### src/rtl/wkfc_pkg.sv
// shared constants, codes and item types of the knee/fold/clamp waveshaper
`default_nettype none

package wkfc_pkg;

    // Q1.15 magnitudes run up to and including +1.0, so they take 16 bits
    localparam int MAG_W = 16;
    localparam logic [MAG_W-1:0] Q_ONE = 16'd32768;
    localparam logic [MAG_W-1:0] Q_MAX_POS = 16'd32767;

    localparam logic signed [14:0] HALF_SPAN_S = 15'sd5000;
    localparam logic signed [14:0] FULL_SPAN_S = 15'sd10000;
    localparam int HALF_SPAN_MV = 5000;
    localparam int HALF_SPAN_RND = HALF_SPAN_MV / 2;

    localparam int KNEE_LO = 4915;
    localparam int KNEE_HI = 32768 - KNEE_LO;
    localparam int KNEE_LO_RND = KNEE_LO / 2;
    localparam int KNEE_HI_RND = KNEE_HI / 2;
    localparam int FOLD_GAIN = 5;

    // exact floor division for numerators below 2^28 and divisors below 2^15
    localparam int RECIP_SHIFT = 43;
    localparam int RECIP_W = 31;
    localparam logic [RECIP_W-1:0] RECIP_SPAN =
        RECIP_W'(((64'd1 << RECIP_SHIFT) + HALF_SPAN_MV - 1) / HALF_SPAN_MV);
    localparam logic [RECIP_W-1:0] RECIP_LO =
        RECIP_W'(((64'd1 << RECIP_SHIFT) + KNEE_LO - 1) / KNEE_LO);
    localparam logic [RECIP_W-1:0] RECIP_HI =
        RECIP_W'(((64'd1 << RECIP_SHIFT) + KNEE_HI - 1) / KNEE_HI);

    // configuration register indexes and codes
    localparam int CFG_INDEX_W = 1;
    localparam logic [CFG_INDEX_W-1:0] CFG_SHAPER_MODE = 1'b0;
    localparam logic [CFG_INDEX_W-1:0] CFG_RANGE_MODE = 1'b1;

    localparam logic SHAPE_KNEE = 1'b0;
    localparam logic SHAPE_CLAMP_FOLD = 1'b1;
    localparam logic RANGE_BIPOLAR = 1'b0;
    localparam logic RANGE_UNIPOLAR = 1'b1;

    // normalized sample and modulation, handed from the front end to the shaper
    typedef struct packed {
        logic             neg;
        logic [MAG_W-1:0] x;
        logic [MAG_W-1:0] m;
        logic             pos_mod;
    } norm_item_t;

    // shaped magnitude with sign, handed to the output mapper
    typedef struct packed {
        logic             neg;
        logic [MAG_W-1:0] mag;
    } shape_item_t;

endpackage

`default_nettype wire

### src/rtl/wkfc_norm.sv
// front end: range clamp, millivolt to Q1.15 normalizing by reciprocal multiply
`default_nettype none

module wkfc_norm (
    input  wire logic                clk,
    input  wire logic                rst_n,
    input  wire logic                range_mode,
    input  wire logic                in_valid,
    output logic                     in_ready,
    input  wire logic signed [14:0]  sample_mv,
    input  wire logic signed [15:0]  mod_amount,
    output logic                     out_valid,
    input  wire logic                out_ready,
    output wkfc_pkg::norm_item_t     out_item
);

    localparam int NUM_W = 28;
    localparam int PROD_W = NUM_W + wkfc_pkg::RECIP_W;

    logic signed [14:0] v_cl;
    logic signed [14:0] v_ctr;
    logic [12:0] v_abs;
    logic [wkfc_pkg::MAG_W-1:0] m_abs;
    logic [NUM_W-1:0] num_a;

    logic a_valid_reg;
    logic a_ready;
    logic [NUM_W-1:0] a_num_reg;
    logic a_neg_reg;
    logic [wkfc_pkg::MAG_W-1:0] a_m_reg;
    logic a_pos_reg;

    logic b_valid_reg;
    logic b_ready;
    logic [PROD_W-1:0] prod_b;
    logic [wkfc_pkg::MAG_W-1:0] x_next;
    logic [wkfc_pkg::MAG_W-1:0] b_x_reg;
    logic b_neg_reg;
    logic [wkfc_pkg::MAG_W-1:0] b_m_reg;
    logic b_pos_reg;

    always_comb
    begin
        if (range_mode == wkfc_pkg::RANGE_UNIPOLAR)
        begin
            if (sample_mv < 15'sd0)
                v_cl = 15'sd0;
            else if (sample_mv > wkfc_pkg::FULL_SPAN_S)
                v_cl = wkfc_pkg::FULL_SPAN_S;
            else
                v_cl = sample_mv;
            v_ctr = v_cl - wkfc_pkg::HALF_SPAN_S;
        end
        else
        begin
            if (sample_mv < -wkfc_pkg::HALF_SPAN_S)
                v_cl = -wkfc_pkg::HALF_SPAN_S;
            else if (sample_mv > wkfc_pkg::HALF_SPAN_S)
                v_cl = wkfc_pkg::HALF_SPAN_S;
            else
                v_cl = sample_mv;
            v_ctr = v_cl;
        end
        v_abs = v_ctr[14] ? 13'(-v_ctr) : 13'(v_ctr);
        // most negative modulation wraps to 0x8000, which reads as exactly 1.0
        m_abs = mod_amount[15] ? 16'(-mod_amount) : 16'(mod_amount);
        num_a = {v_abs, 15'b0} + NUM_W'(wkfc_pkg::HALF_SPAN_RND);
    end

    assign a_ready = !a_valid_reg || b_ready;
    assign b_ready = !b_valid_reg || out_ready;
    assign in_ready = a_ready;

    always_ff @(posedge clk or negedge rst_n)
    begin
        if (!rst_n)
        begin
            a_valid_reg <= 1'b0;
            b_valid_reg <= 1'b0;
        end
        else
        begin
            if (a_ready)
                a_valid_reg <= in_valid;
            if (b_ready)
                b_valid_reg <= a_valid_reg;
        end
    end

    always_ff @(posedge clk)
    begin
        if (a_ready && in_valid)
        begin
            a_num_reg <= num_a;
            a_neg_reg <= v_ctr[14];
            a_m_reg <= m_abs;
            a_pos_reg <= !mod_amount[15];
        end
        if (b_ready && a_valid_reg)
        begin
            b_x_reg <= x_next;
            b_neg_reg <= a_neg_reg;
            b_m_reg <= a_m_reg;
            b_pos_reg <= a_pos_reg;
        end
    end

    // floor divide by the half span
    assign prod_b = PROD_W'(a_num_reg) * PROD_W'(wkfc_pkg::RECIP_SPAN);
    assign x_next = prod_b[wkfc_pkg::RECIP_SHIFT +: wkfc_pkg::MAG_W];

    assign out_valid = b_valid_reg;
    assign out_item.neg = b_neg_reg;
    assign out_item.x = b_x_reg;
    assign out_item.m = b_m_reg;
    assign out_item.pos_mod = b_pos_reg;

    a_norm_range: assert property (@(posedge clk) disable iff (!rst_n)
        b_valid_reg |-> b_x_reg <= wkfc_pkg::Q_ONE)
        else $error("normalized magnitude above one");

endmodule

`default_nettype wire

### src/rtl/wkfc_shape.sv
// shaper core: knee crossfade and clamp/fold over three register stages
`default_nettype none

module wkfc_shape (
    input  wire logic                clk,
    input  wire logic                rst_n,
    input  wire logic                shaper_mode,
    input  wire logic                in_valid,
    output logic                     in_ready,
    input  wire wkfc_pkg::norm_item_t in_item,
    output logic                     out_valid,
    input  wire logic                out_ready,
    output wkfc_pkg::shape_item_t    out_item
);

    localparam int MW = wkfc_pkg::MAG_W;
    localparam int OPB_W = 18;
    localparam int PROD_W = 33;
    localparam int KNUM_W = 28;
    localparam int KPROD_W = KNUM_W + wkfc_pkg::RECIP_W;
    localparam int TOT_W = 35;

    // stage c: operand selection and the shared multiplier
    logic [MW-1:0] op_a;
    logic [OPB_W-1:0] op_b;
    logic [13:0] half_c;
    logic [MW-1:0] base_c;
    logic div_lo_c;
    logic [PROD_W-1:0] prod_c;

    logic c_valid_reg;
    logic c_ready;
    logic [PROD_W-1:0] c_prod_reg;
    logic [MW-1:0] c_base_reg;
    logic c_div_lo_reg;
    logic [MW-1:0] c_x_reg;
    logic [MW-1:0] c_m_reg;
    logic c_neg_reg;
    logic c_pos_reg;
    logic c_bypass_reg;

    // stage d: knee curve value and clamp/fold magnitude
    logic [wkfc_pkg::RECIP_W-1:0] recip_d;
    logic [KPROD_W-1:0] kprod_d;
    logic [MW-1:0] e_next;
    logic [OPB_W-1:0] s_d;
    logic [MW-1:0] cf_next;

    logic d_valid_reg;
    logic d_ready;
    logic [MW-1:0] d_e_reg;
    logic [MW-1:0] d_cf_reg;
    logic [MW-1:0] d_x_reg;
    logic [MW-1:0] d_m_reg;
    logic d_neg_reg;
    logic d_bypass_reg;

    // stage e: crossfade and result selection
    logic signed [MW:0] diff_e;
    logic signed [2*MW+1:0] xfade_e;
    logic signed [TOT_W-1:0] total_e;
    logic [MW-1:0] knee_mag;
    logic [MW-1:0] mag_next;

    logic e_valid_reg;
    logic e_ready;
    logic [MW-1:0] e_mag_reg;
    logic e_neg_reg;

    always_comb
    begin
        op_a = in_item.x;
        op_b = OPB_W'(in_item.x);
        half_c = '0;
        base_c = '0;
        div_lo_c = 1'b0;
        if (shaper_mode == wkfc_pkg::SHAPE_CLAMP_FOLD)
        begin
            op_b = OPB_W'(wkfc_pkg::Q_ONE) + OPB_W'(in_item.m) * OPB_W'(wkfc_pkg::FOLD_GAIN);
        end
        else if (in_item.pos_mod)
        begin
            // boost curve: steep below the knee, shallow above
            if (in_item.x <= MW'(wkfc_pkg::KNEE_LO))
            begin
                op_b = OPB_W'(wkfc_pkg::KNEE_HI);
                half_c = 14'(wkfc_pkg::KNEE_LO_RND);
                div_lo_c = 1'b1;
            end
            else
            begin
                op_a = in_item.x - MW'(wkfc_pkg::KNEE_LO);
                op_b = OPB_W'(wkfc_pkg::KNEE_LO);
                half_c = 14'(wkfc_pkg::KNEE_HI_RND);
                base_c = MW'(wkfc_pkg::KNEE_HI);
            end
        end
        else
        begin
            // cut curve: shallow up to the high knee, steep above
            if (in_item.x <= MW'(wkfc_pkg::KNEE_HI))
            begin
                op_b = OPB_W'(wkfc_pkg::KNEE_LO);
                half_c = 14'(wkfc_pkg::KNEE_HI_RND);
            end
            else
            begin
                op_a = in_item.x - MW'(wkfc_pkg::KNEE_HI);
                op_b = OPB_W'(wkfc_pkg::KNEE_HI);
                half_c = 14'(wkfc_pkg::KNEE_LO_RND);
                base_c = MW'(wkfc_pkg::KNEE_LO);
                div_lo_c = 1'b1;
            end
        end
        prod_c = PROD_W'(op_a) * PROD_W'(op_b) + PROD_W'(half_c);
    end

    always_comb
    begin
        recip_d = c_div_lo_reg ? wkfc_pkg::RECIP_LO : wkfc_pkg::RECIP_HI;
        kprod_d = KPROD_W'(c_prod_reg[KNUM_W-1:0]) * KPROD_W'(recip_d);
        e_next = c_base_reg + kprod_d[wkfc_pkg::RECIP_SHIFT +: MW];
        s_d = c_prod_reg[PROD_W-1:15];
        if (!c_pos_reg)
            cf_next = (s_d > OPB_W'(wkfc_pkg::Q_ONE)) ? wkfc_pkg::Q_ONE : s_d[MW-1:0];
        else if (s_d[15])
            // odd integer part folds back down
            cf_next = wkfc_pkg::Q_ONE - MW'(s_d[14:0]);
        else
            cf_next = MW'(s_d[14:0]);
    end

    always_comb
    begin
        diff_e = $signed({1'b0, d_e_reg}) - $signed({1'b0, d_x_reg});
        xfade_e = diff_e * $signed({1'b0, d_m_reg});
        total_e = $signed(TOT_W'({d_x_reg, 15'b0})) + TOT_W'(xfade_e)
                  + TOT_W'(wkfc_pkg::Q_ONE >> 1);
        knee_mag = total_e[15 +: MW];
        if (d_bypass_reg)
            mag_next = d_x_reg;
        else if (shaper_mode == wkfc_pkg::SHAPE_CLAMP_FOLD)
            mag_next = d_cf_reg;
        else
            mag_next = knee_mag;
    end

    assign c_ready = !c_valid_reg || d_ready;
    assign d_ready = !d_valid_reg || e_ready;
    assign e_ready = !e_valid_reg || out_ready;
    assign in_ready = c_ready;

    always_ff @(posedge clk or negedge rst_n)
    begin
        if (!rst_n)
        begin
            c_valid_reg <= 1'b0;
            d_valid_reg <= 1'b0;
            e_valid_reg <= 1'b0;
        end
        else
        begin
            if (c_ready)
                c_valid_reg <= in_valid;
            if (d_ready)
                d_valid_reg <= c_valid_reg;
            if (e_ready)
                e_valid_reg <= d_valid_reg;
        end
    end

    always_ff @(posedge clk)
    begin
        if (c_ready && in_valid)
        begin
            c_prod_reg <= prod_c;
            c_base_reg <= base_c;
            c_div_lo_reg <= div_lo_c;
            c_x_reg <= in_item.x;
            c_m_reg <= in_item.m;
            c_neg_reg <= in_item.neg;
            c_pos_reg <= in_item.pos_mod;
            c_bypass_reg <= (in_item.x == '0) || (in_item.m == '0);
        end
        if (d_ready && c_valid_reg)
        begin
            d_e_reg <= e_next;
            d_cf_reg <= cf_next;
            d_x_reg <= c_x_reg;
            d_m_reg <= c_m_reg;
            d_neg_reg <= c_neg_reg;
            d_bypass_reg <= c_bypass_reg;
        end
        if (e_ready && d_valid_reg)
        begin
            e_mag_reg <= mag_next;
            e_neg_reg <= d_neg_reg;
        end
    end

    assign out_valid = e_valid_reg;
    assign out_item.neg = e_neg_reg;
    assign out_item.mag = e_mag_reg;

    a_shape_range: assert property (@(posedge clk) disable iff (!rst_n)
        e_valid_reg |-> e_mag_reg <= wkfc_pkg::Q_ONE)
        else $error("shaped magnitude above one");

endmodule

`default_nettype wire

### src/rtl/wkfc_outmap.sv
// output stage: Q1.15 back to millivolts, saturation, output register
`default_nettype none

module wkfc_outmap (
    input  wire logic                 clk,
    input  wire logic                 rst_n,
    input  wire logic                 range_mode,
    input  wire logic                 in_valid,
    output logic                      in_ready,
    input  wire wkfc_pkg::shape_item_t in_item,
    output logic                      out_valid,
    input  wire logic                 out_ready,
    output logic signed [14:0]        shaped_mv,
    output logic signed [15:0]        shaped_norm
);

    localparam int MVP_W = 29;

    logic [MVP_W-1:0] mvp;
    logic [12:0] mv_mag;
    logic signed [14:0] mv_next;
    logic signed [15:0] norm_next;

    logic out_valid_reg;
    logic signed [14:0] mv_reg;
    logic signed [15:0] norm_reg;

    always_comb
    begin
        mvp = MVP_W'(in_item.mag) * MVP_W'(wkfc_pkg::HALF_SPAN_MV)
              + MVP_W'(wkfc_pkg::Q_ONE >> 1);
        mv_mag = mvp[15 +: 13];
        mv_next = in_item.neg ? -$signed({2'b0, mv_mag}) : $signed({2'b0, mv_mag});
        if (range_mode == wkfc_pkg::RANGE_UNIPOLAR)
            mv_next = mv_next + wkfc_pkg::HALF_SPAN_S;
        // +1.0 saturates, -1.0 fits as is
        if (in_item.neg)
            norm_next = $signed(16'(17'd0 - 17'(in_item.mag)));
        else if (in_item.mag[15])
            norm_next = $signed(wkfc_pkg::Q_MAX_POS);
        else
            norm_next = $signed(in_item.mag);
    end

    assign in_ready = !out_valid_reg || out_ready;

    always_ff @(posedge clk or negedge rst_n)
    begin
        if (!rst_n)
            out_valid_reg <= 1'b0;
        else if (in_ready)
            out_valid_reg <= in_valid;
    end

    always_ff @(posedge clk)
    begin
        if (in_ready && in_valid)
        begin
            mv_reg <= mv_next;
            norm_reg <= norm_next;
        end
    end

    assign out_valid = out_valid_reg;
    assign shaped_mv = mv_reg;
    assign shaped_norm = norm_reg;

    a_mv_range: assert property (@(posedge clk) disable iff (!rst_n)
        out_valid_reg |-> (mv_reg >= -wkfc_pkg::HALF_SPAN_S) && (mv_reg <= wkfc_pkg::FULL_SPAN_S))
        else $error("output voltage outside both ranges");

endmodule

`default_nettype wire

### src/rtl/waveshaper_knee_fold_clamp.sv
// top level of the knee/fold/clamp waveshaper: config registers and pipeline
//
//  channel   dir   signals                                     moves
//  s_axis    in    tvalid tready tdata[31:0]                   one sample request
//  m_axis    out   tvalid tready tdata[31:0]                   one shaped result
//  cfg       in    cfg_we cfg_index cfg_wdata                  register write
//
//  six register stages: clamp/normalize, divide, multiply, knee/fold, crossfade, output
//  one request per cycle sustained while the output is not stalled
//  each stage has its own valid bit and moves when the stage after it has room
//  a stalled output holds its data; upstream stages keep filling bubbles meanwhile
//  reset clears all valid bits and sets both mode registers to zero
`default_nettype none

module waveshaper_knee_fold_clamp (
    input  wire logic        clk,
    input  wire logic        rst_n,
    input  wire logic        s_axis_tvalid,
    output logic             s_axis_tready,
    // [14:0] sample_mv, [30:15] mod_amount, [31] unused
    input  wire logic [31:0] s_axis_tdata,
    output logic             m_axis_tvalid,
    input  wire logic        m_axis_tready,
    // [14:0] shaped_mv, [30:15] shaped_norm, [31] zero
    output logic [31:0]      m_axis_tdata,
    input  wire logic        cfg_we,
    input  wire logic [wkfc_pkg::CFG_INDEX_W-1:0] cfg_index,
    input  wire logic        cfg_wdata
);

    logic shaper_mode_reg;
    logic range_mode_reg;

    logic norm_valid;
    logic norm_ready;
    wkfc_pkg::norm_item_t norm_item;

    logic shape_valid;
    logic shape_ready;
    wkfc_pkg::shape_item_t shape_item;

    logic signed [14:0] shaped_mv;
    logic signed [15:0] shaped_norm;

    always_ff @(posedge clk or negedge rst_n)
    begin
        if (!rst_n)
        begin
            shaper_mode_reg <= wkfc_pkg::SHAPE_KNEE;
            range_mode_reg <= wkfc_pkg::RANGE_BIPOLAR;
        end
        else if (cfg_we)
        begin
            unique case (cfg_index)
                wkfc_pkg::CFG_SHAPER_MODE: shaper_mode_reg <= cfg_wdata;
                wkfc_pkg::CFG_RANGE_MODE:  range_mode_reg <= cfg_wdata;
                default: ;
            endcase
        end
    end

    wkfc_norm u_norm (
        .clk        (clk),
        .rst_n      (rst_n),
        .range_mode (range_mode_reg),
        .in_valid   (s_axis_tvalid),
        .in_ready   (s_axis_tready),
        .sample_mv  ($signed(s_axis_tdata[14:0])),
        .mod_amount ($signed(s_axis_tdata[30:15])),
        .out_valid  (norm_valid),
        .out_ready  (norm_ready),
        .out_item   (norm_item)
    );

    wkfc_shape u_shape (
        .clk         (clk),
        .rst_n       (rst_n),
        .shaper_mode (shaper_mode_reg),
        .in_valid    (norm_valid),
        .in_ready    (norm_ready),
        .in_item     (norm_item),
        .out_valid   (shape_valid),
        .out_ready   (shape_ready),
        .out_item    (shape_item)
    );

    wkfc_outmap u_outmap (
        .clk         (clk),
        .rst_n       (rst_n),
        .range_mode  (range_mode_reg),
        .in_valid    (shape_valid),
        .in_ready    (shape_ready),
        .in_item     (shape_item),
        .out_valid   (m_axis_tvalid),
        .out_ready   (m_axis_tready),
        .shaped_mv   (shaped_mv),
        .shaped_norm (shaped_norm)
    );

    assign m_axis_tdata = {1'b0, shaped_norm, shaped_mv};

    // the input only backs up when every stage is full, output included
    a_stall_needs_full: assert property (@(posedge clk) disable iff (!rst_n)
        !s_axis_tready |-> m_axis_tvalid && !m_axis_tready)
        else $error("input stalled with room in the pipeline");

endmodule

`default_nettype wire

### config.mk
export PLATFORM = sky130hd
export DESIGN_NAME = waveshaper_knee_fold_clamp
export DESIGN_NICKNAME = d
export VERILOG_FILES = /design/src/rtl/wkfc_pkg.sv /design/src/rtl/wkfc_norm.sv /design/src/rtl/wkfc_shape.sv /design/src/rtl/wkfc_outmap.sv /design/src/rtl/waveshaper_knee_fold_clamp.sv
export SDC_FILE = /design/constraint.sdc
export NUM_CORES = 2
export LEC_CHECK = 0
export BUFFER_PORTS_ARGS = -buffer_cell sky130_fd_sc_hd__buf_2
export CORE_MARGIN = 2
export CORE_UTILIZATION = 45
export DETAILED_ROUTE_END_ITERATION = 10
export GPL_ROUTABILITY_DRIVEN = 0
export HOLD_SLACK_MARGIN = 0.1
export PLACE_DENSITY = 0.63
export SYNTH_ARGS = -nofsm -noshare
export SYNTH_HDL_FRONTEND = slang
export SYNTH_SLANG_ARGS = --single-unit
### constraint.sdc
create_clock -name clk -period 21.3 [get_ports clk]
set_input_delay 1.065 -clock clk [delete_from_list [all_inputs] [get_ports clk]]
set_output_delay 1.065 -clock clk [all_outputs]
set_load 0.03 [all_outputs]
# --- After elaboration in Yosys (flattened, before gate mapping) ---
# Index checks and enable logic that the tools add are counted.
word_totals:
  register_bits: 287
  inputBits: 39
classes:
  n_reduce_logical: 24
  n_mul: 6
  n_bitwise: 1
  n_addsub: 17
  n_lt_le_gt_ge: 7
  n_mux: 36
ops:
  columns: ["cell", "n"]
  rows:
  - ["15-bit two-way mux", 13]
  - ["16-bit two-way mux", 11]
  - ["28-bit by 31-bit multiplier with 59-bit output", 1]
  - ["28-bit by 31-bit multiplier with 59-bit output (second input constant)", 1]
  - ["14-bit two-way mux", 4]
  - ["18-bit two-way mux", 2]
  - ["33-bit by 14-bit adder with 33-bit output", 1]
  - ["16-bit by 18-bit multiplier with 33-bit output", 1]
  - ["16-bit zero test", 2]
  - ["31-bit by 15-bit adder with 31-bit output (second input constant)", 1]
  - ["31-bit adder", 1]
  - ["17-bit by 17-bit multiplier with 31-bit output", 1]
  - ["31-bit two-way mux", 1]
  - ["28-bit by 12-bit adder with 28-bit output (second input constant)", 1]
  - ["28-bit by 15-bit adder with 28-bit output (second input constant)", 1]
  - ["13-bit two-way mux", 2]
  - ["16-bit by 10-bit multiplier with 25-bit output (second input constant)", 1]
  - ["16-bit by 18-bit adder with 18-bit output (first input constant)", 1]
  - ["18-bit by 16-bit greater-than comparator with 1-bit output (second input constant)", 1]
  - ["16-bit by 3-bit multiplier with 18-bit output (second input constant)", 1]
  - ["16-bit by 16-bit subtractor with 17-bit output", 1]
  - ["16-bit adder", 1]
  - ["16-bit by 13-bit <= comparator with 1-bit output (second input constant)", 1]
  - ["16-bit by 15-bit <= comparator with 1-bit output (second input constant)", 1]
  - ["19 further kinds", 39]

# --- Logic depth before layout (Yosys ltp) ---
logic_depth:
  ltp_word: 9
  ltp_mapped: 44
  ltp_nobuf: 43

# --- Hierarchy ---
# Synthesis repeated with hierarchy kept, for this count alone.
hier_totals:
  cells_unflattened: 6448
  hier_area_um2: 62972.9
by_module_without_submodules:
  columns: ["mod", "n_inst", "area_per_inst_um2", "cells_per_inst"]
  rows:
  - ["wkfc_shape", 1, 46492.1, 4828]
  - ["wkfc_norm", 1, 11016.8, 1025]
  - ["wkfc_outmap", 1, 5366.4, 587]
  - ["waveshaper_knee_fold_clamp", 1, 97.6, 8]

# --- Worst setup path after synthesis ---
# No wires, ideal clock.
synth_path:
  path_type: "register to register"
  from: "register u_shape.c_div_lo_reg"
  to: "register u_shape.d_e_reg[15] (data pin)"
  path_stages_with_launch: 42
  setup_time_ps: 264
  required_time_ps: 21036
  arrival_time_ps: 8879
  path_slack_ps: 12156
  cell_sequence: "edfxtp_1 clkbuf_1 clkbuf_1 buf_1 nand2_1 inv_1 ha_1 inv_1 fa_1 inv_1 fa_1 inv_1 fa_1 inv_1 fa_1 fa_1 inv_1 fa_1 [6 not listed] a221o_1 a21o_1 a21oi_1 o21ai_0 and2_1 o21a_1 nor2_1 xnor2_1 ha_1 nand2_1 o21ai_0 a21oi_1 o21bai_1 a31oi_1 o21a_1 nor3_1 a41o_1 nor4_1"
synth_via:
  elab_chain_cells: 3
synth_rtl:
  columns: ["element", "line_no", "rtl"]
  rows:
  - ["start, declared", "wkfc_shape.sv:35", "logic c_div_lo_reg;"]
  - ["start signal, assigned", "wkfc_shape.sv:178", "c_div_lo_reg <= div_lo_c;"]
  - ["31-bit two-way mux", "wkfc_shape.sv:120", "recip_d = c_div_lo_reg ? wkfc_pkg::RECIP_LO : wkfc_pkg::RECIP_HI;"]
  - ["28-bit by 31-bit multiplier with 59-bit output", "wkfc_shape.sv:121", "kprod_d = KPROD_W'(c_prod_reg[KNUM_W-1:0]) * KPROD_W'(recip_d);"]
  - ["16-bit adder", "wkfc_shape.sv:122", "e_next = c_base_reg + kprod_d[wkfc_pkg::RECIP_SHIFT +: MW];"]
  - ["via u_shape.e_next[15]", "wkfc_shape.sv:45", "logic [MW-1:0] e_next;"]
  - ["end signal, assigned", "wkfc_shape.sv:187", "d_e_reg <= e_next;"]
  - ["end, declared", "wkfc_shape.sv:51", "logic [MW-1:0] d_e_reg;"]
# The timed path passes the listed nets, and every way through them passes these cells.
# A chain may end at the register's enable or synchronous reset.

# --- Worst setup path after layout ---
# Ends and elaborated chain as after synthesis.

==> results by group <==
Clock tree
  – Worst-path clk slew: 70 ps
  – Hold Buf Count CTS: 0
  – Clock root cell: clkbuf_16
  – Clock Latency Late Sink: 630 ps
  – CTS Buf Count: 30
  – Post-CTS resize count: 0
  – CTS H-tree depth: 1
  – CTS Buffer Depth: 3
  – Postcts setup bufs: 0
  – Clock sinks: 259
  – TritonCTS clock tree: done

Status
  – Status: finished clean

Timing
  – Setup TNS: 0 ps
  – Tmin final: 11140 ps
  – Worst Tran Pin Value: 1253 ps
  – Clk_skew: 52.25 ps
  – Final worst-path cycle share: 52.31%
  – Final hold slack: 269.0 ps
  – Slew headroom: 16.45%
  – Final Hold Vio Count: 0
  – Fmax: 0.08975 GHz
  – Max Slew Vio Count: 0
  – Final Setup Violations: 0
  – Setup ws final: 10160 ps
  – RSZ-0062 raised after global routing: no

Synthesis
  – Top-area cell type share of the netlist area: 38.12%
  – Post-synth top area cell: fa_1
  – Async S/R FF share, synth: 3.089%
  – Mapped Area: 62220 µm²
  – Cells after synthesis: 6418
  – Syn_area_per_cell: 9.695 µm²
  – Most used DFF post-synth: edfxtp_1
  – Distinct cells, synth: 100
  – Sequential share of the synthesized area: 12.43%
  – Flops & latches, synth: 259
  – Count leader, synth: inv_1
  – YS warnings: 0
  – Synth cell count leaders: inv_1 (1784), fa_1 (1185), ha_1 (880)
  – Top post-synthesis cells by area: fa_1 (38%), ha_1 (18%), edfxtp_1 (12%), inv_1 (11%), nand2_1 (3.2%)
  – Post-synth EDFFs: 251

Global route
  – Initial antenna violation count: 6
  – Total track usage: 21.91%
  – First-pass GRT wire length: 245200 µm
  – Largest net degree at the start of global routing: 92
  – Number of global-route vias before repair: 45810
  – Remaining global-route overflow: 0

Floorplan
  – Chip width: 375.9 µm
  – Row count: 136
  – Die H: 375.9 µm
  – Full die area: 141300 µm²
  – Initial Util: 45.31%
  – Core area: 137300 µm²
  – I/O pin total: 73

Flow run
  – Max Cap Viol: 0

Routing
  – Post-Route WL: 150000 µm
  – Avg WL per Cell: 18.17 µm
  – DRC viols: 0
  – Vias: 42810
  – 1st-iter DRT viols: 2766
  – Antenna Nets Post-Route: 0
  – Drt first pass iters: 5
  – DR vias/cell: 5.187

Worst setup path
  – Reg2reg end: u_shape.d_e_reg[15]$_DFFE_PP_
  – CP arrival: 11490 ps
  – Critical Path Sink Type: flop
  – Worst setup SP type: flop
  – Reg2Reg Setup Slack: 10160 ps
  – Worst EP required: 21650 ps
  – R2R depth: 41
  – Crit path capture: u_shape.d_e_reg[15]$_DFFE_PP_
  – Reg-to-reg critical path startpoint: u_shape.c_div_lo_reg$_SDFFCE_PP0P_
  – CP max-delay cell: xnor2_1
  – Largest stage delay on the critical path: 640 ps
  – Crit path launch: u_shape.c_div_lo_reg$_SDFFCE_PP0P_
  – Critical path class: flop to flop
  – CP max FO: 36
  – Crit path top cell by count: fa_1

Place
  – Post-detail-place hpwl: 127500 µm
  – Post-DP Area: 64710 µm²
  – Buffers added on ports: 70
  – Dpl ws: 10320 ps

Cells and area
  – Area growth from synthesis to layout: 5.701%
  – Fill count: 12670
  – Share of post-route cells with drive strength above 1: 3.672%
  – Number of flip-flops in the largest register: 33
  – # nets final: 8535
  – Fin area: 65770 µm²

Worst hold path
  – Min-Delay Path Class: primary input to asynchronous set/reset pin
## metal layers
metal | up-vias | routed length [µm] | GRT usage (%) | part of all wire [%]
li1 | 19760 | - | - | -
met1 | 21640 | 66350 | 30.45 | 44
met2 | 1174 | 70480 | 36.11 | 47
met3 | 232 | 9189 | 3.117 | 6.1
met4 | 2 | 3922 | 5.494 | 2.6
met5 | - | 13 | 0 | 0.0087
## stage by stage
step,std cells,util [%]
3_5_place_dp,8193,47.12
5_1_grt,8253,47.89
2_1_floorplan,6443,-
6_report,8254,47.90
4_1_cts,8249,47.89
3_3_place_gp,8193,47.12
## worst max-delay path: cells and delay by family, from the launching register on
family | cells | cell delay, ps
flip-flops | 1 | 360
XOR/XNOR | 2 | 720
buffers and inverters | 7 | 1010
adder cells (fa/ha/maj) | 9 | 3780
AO/OA/AOI/OAI | 12 | 2760
AND/OR/NAND/NOR | 11 | 2250
## kinds of logic (layout without fill, tap and decap cells)
logic type / after synthesis / in the layout / synth area share (%)
fa+ha+maj: 2065 / 2065 / 55.82
other cells: 2 / 32 / 0.01207
xor+xnor: 241 / 241 / 3.414
flops: 259 / 259 / 12.43
mux: 14 / 14 / 0.2594
compound gates: 627 / 627 / 6.652
buf+inv: 1946 / 1958 / 11.84
simple gates: 1264 / 1264 / 9.573
## worst min-delay path by stage
stage	start	endpoint	slack (ps)	cells after the start
floorplan	u_norm.a_m_reg[0]$_DFFE_PP_	u_norm.b_m_reg[0]$_DFFE_PP_	400	0
global placement	u_shape.c_x_reg[1]$_DFFE_PP_	u_shape.d_x_reg[1]$_DFFE_PP_	400	0
detailed placement	u_norm.a_m_reg[0]$_DFFE_PP_	u_norm.b_m_reg[0]$_DFFE_PP_	400	0
CTS	rst_n	u_outmap.out_valid$_DFFE_PN0P_	230	1
global route	rst_n	u_outmap.out_valid$_DFFE_PN0P_	260	1
finish	rst_n	u_outmap.out_valid$_DFFE_PN0P_	270	1
## cells in the final DEF, fill, tap and decap left out, types with 10 or more instances in the layout
master	count
xnor2_1	166
nand2_1	529
conb_1	27
xor2_1	64
nand4_1	15
edfxtp_1	251
o211ai_1	19
o21a_1	19
a21o_1	68
a211oi_1	32
o31ai_1	20
a31oi_1	27
clkbuf_16	30
o21bai_1	25
o21ai_0	103
buf_2	70
nor4_1	18
a21boi_0	10
nor2_1	225
buf_4	47
and3_1	29
or2_2	17
a21oi_1	195
or3_1	25
nor2b_1	34
and2_1	153
nand2b_1	41
inv_1	1784
fa_1	1185
nor3_1	59
ha_1	880
nand3_1	75
## layout make-up
cell class	count	area (µm²)	area share, %
sequential	259	7739	11.77
timing repair buffer	117	703.2	1.069
antenna	5	12.51	0.01902
tap	1794	2245	3.413
inverter	1785	6700	10.19
clock buffer	35	769.5	1.170
clock inverter	21	284.0	0.4318
multi-input combinational	4238	47320	71.94
Power is left out: the tool's default activity adds up to more than one toggle a clock period on the data nets, which glitch-free logic cannot reach.
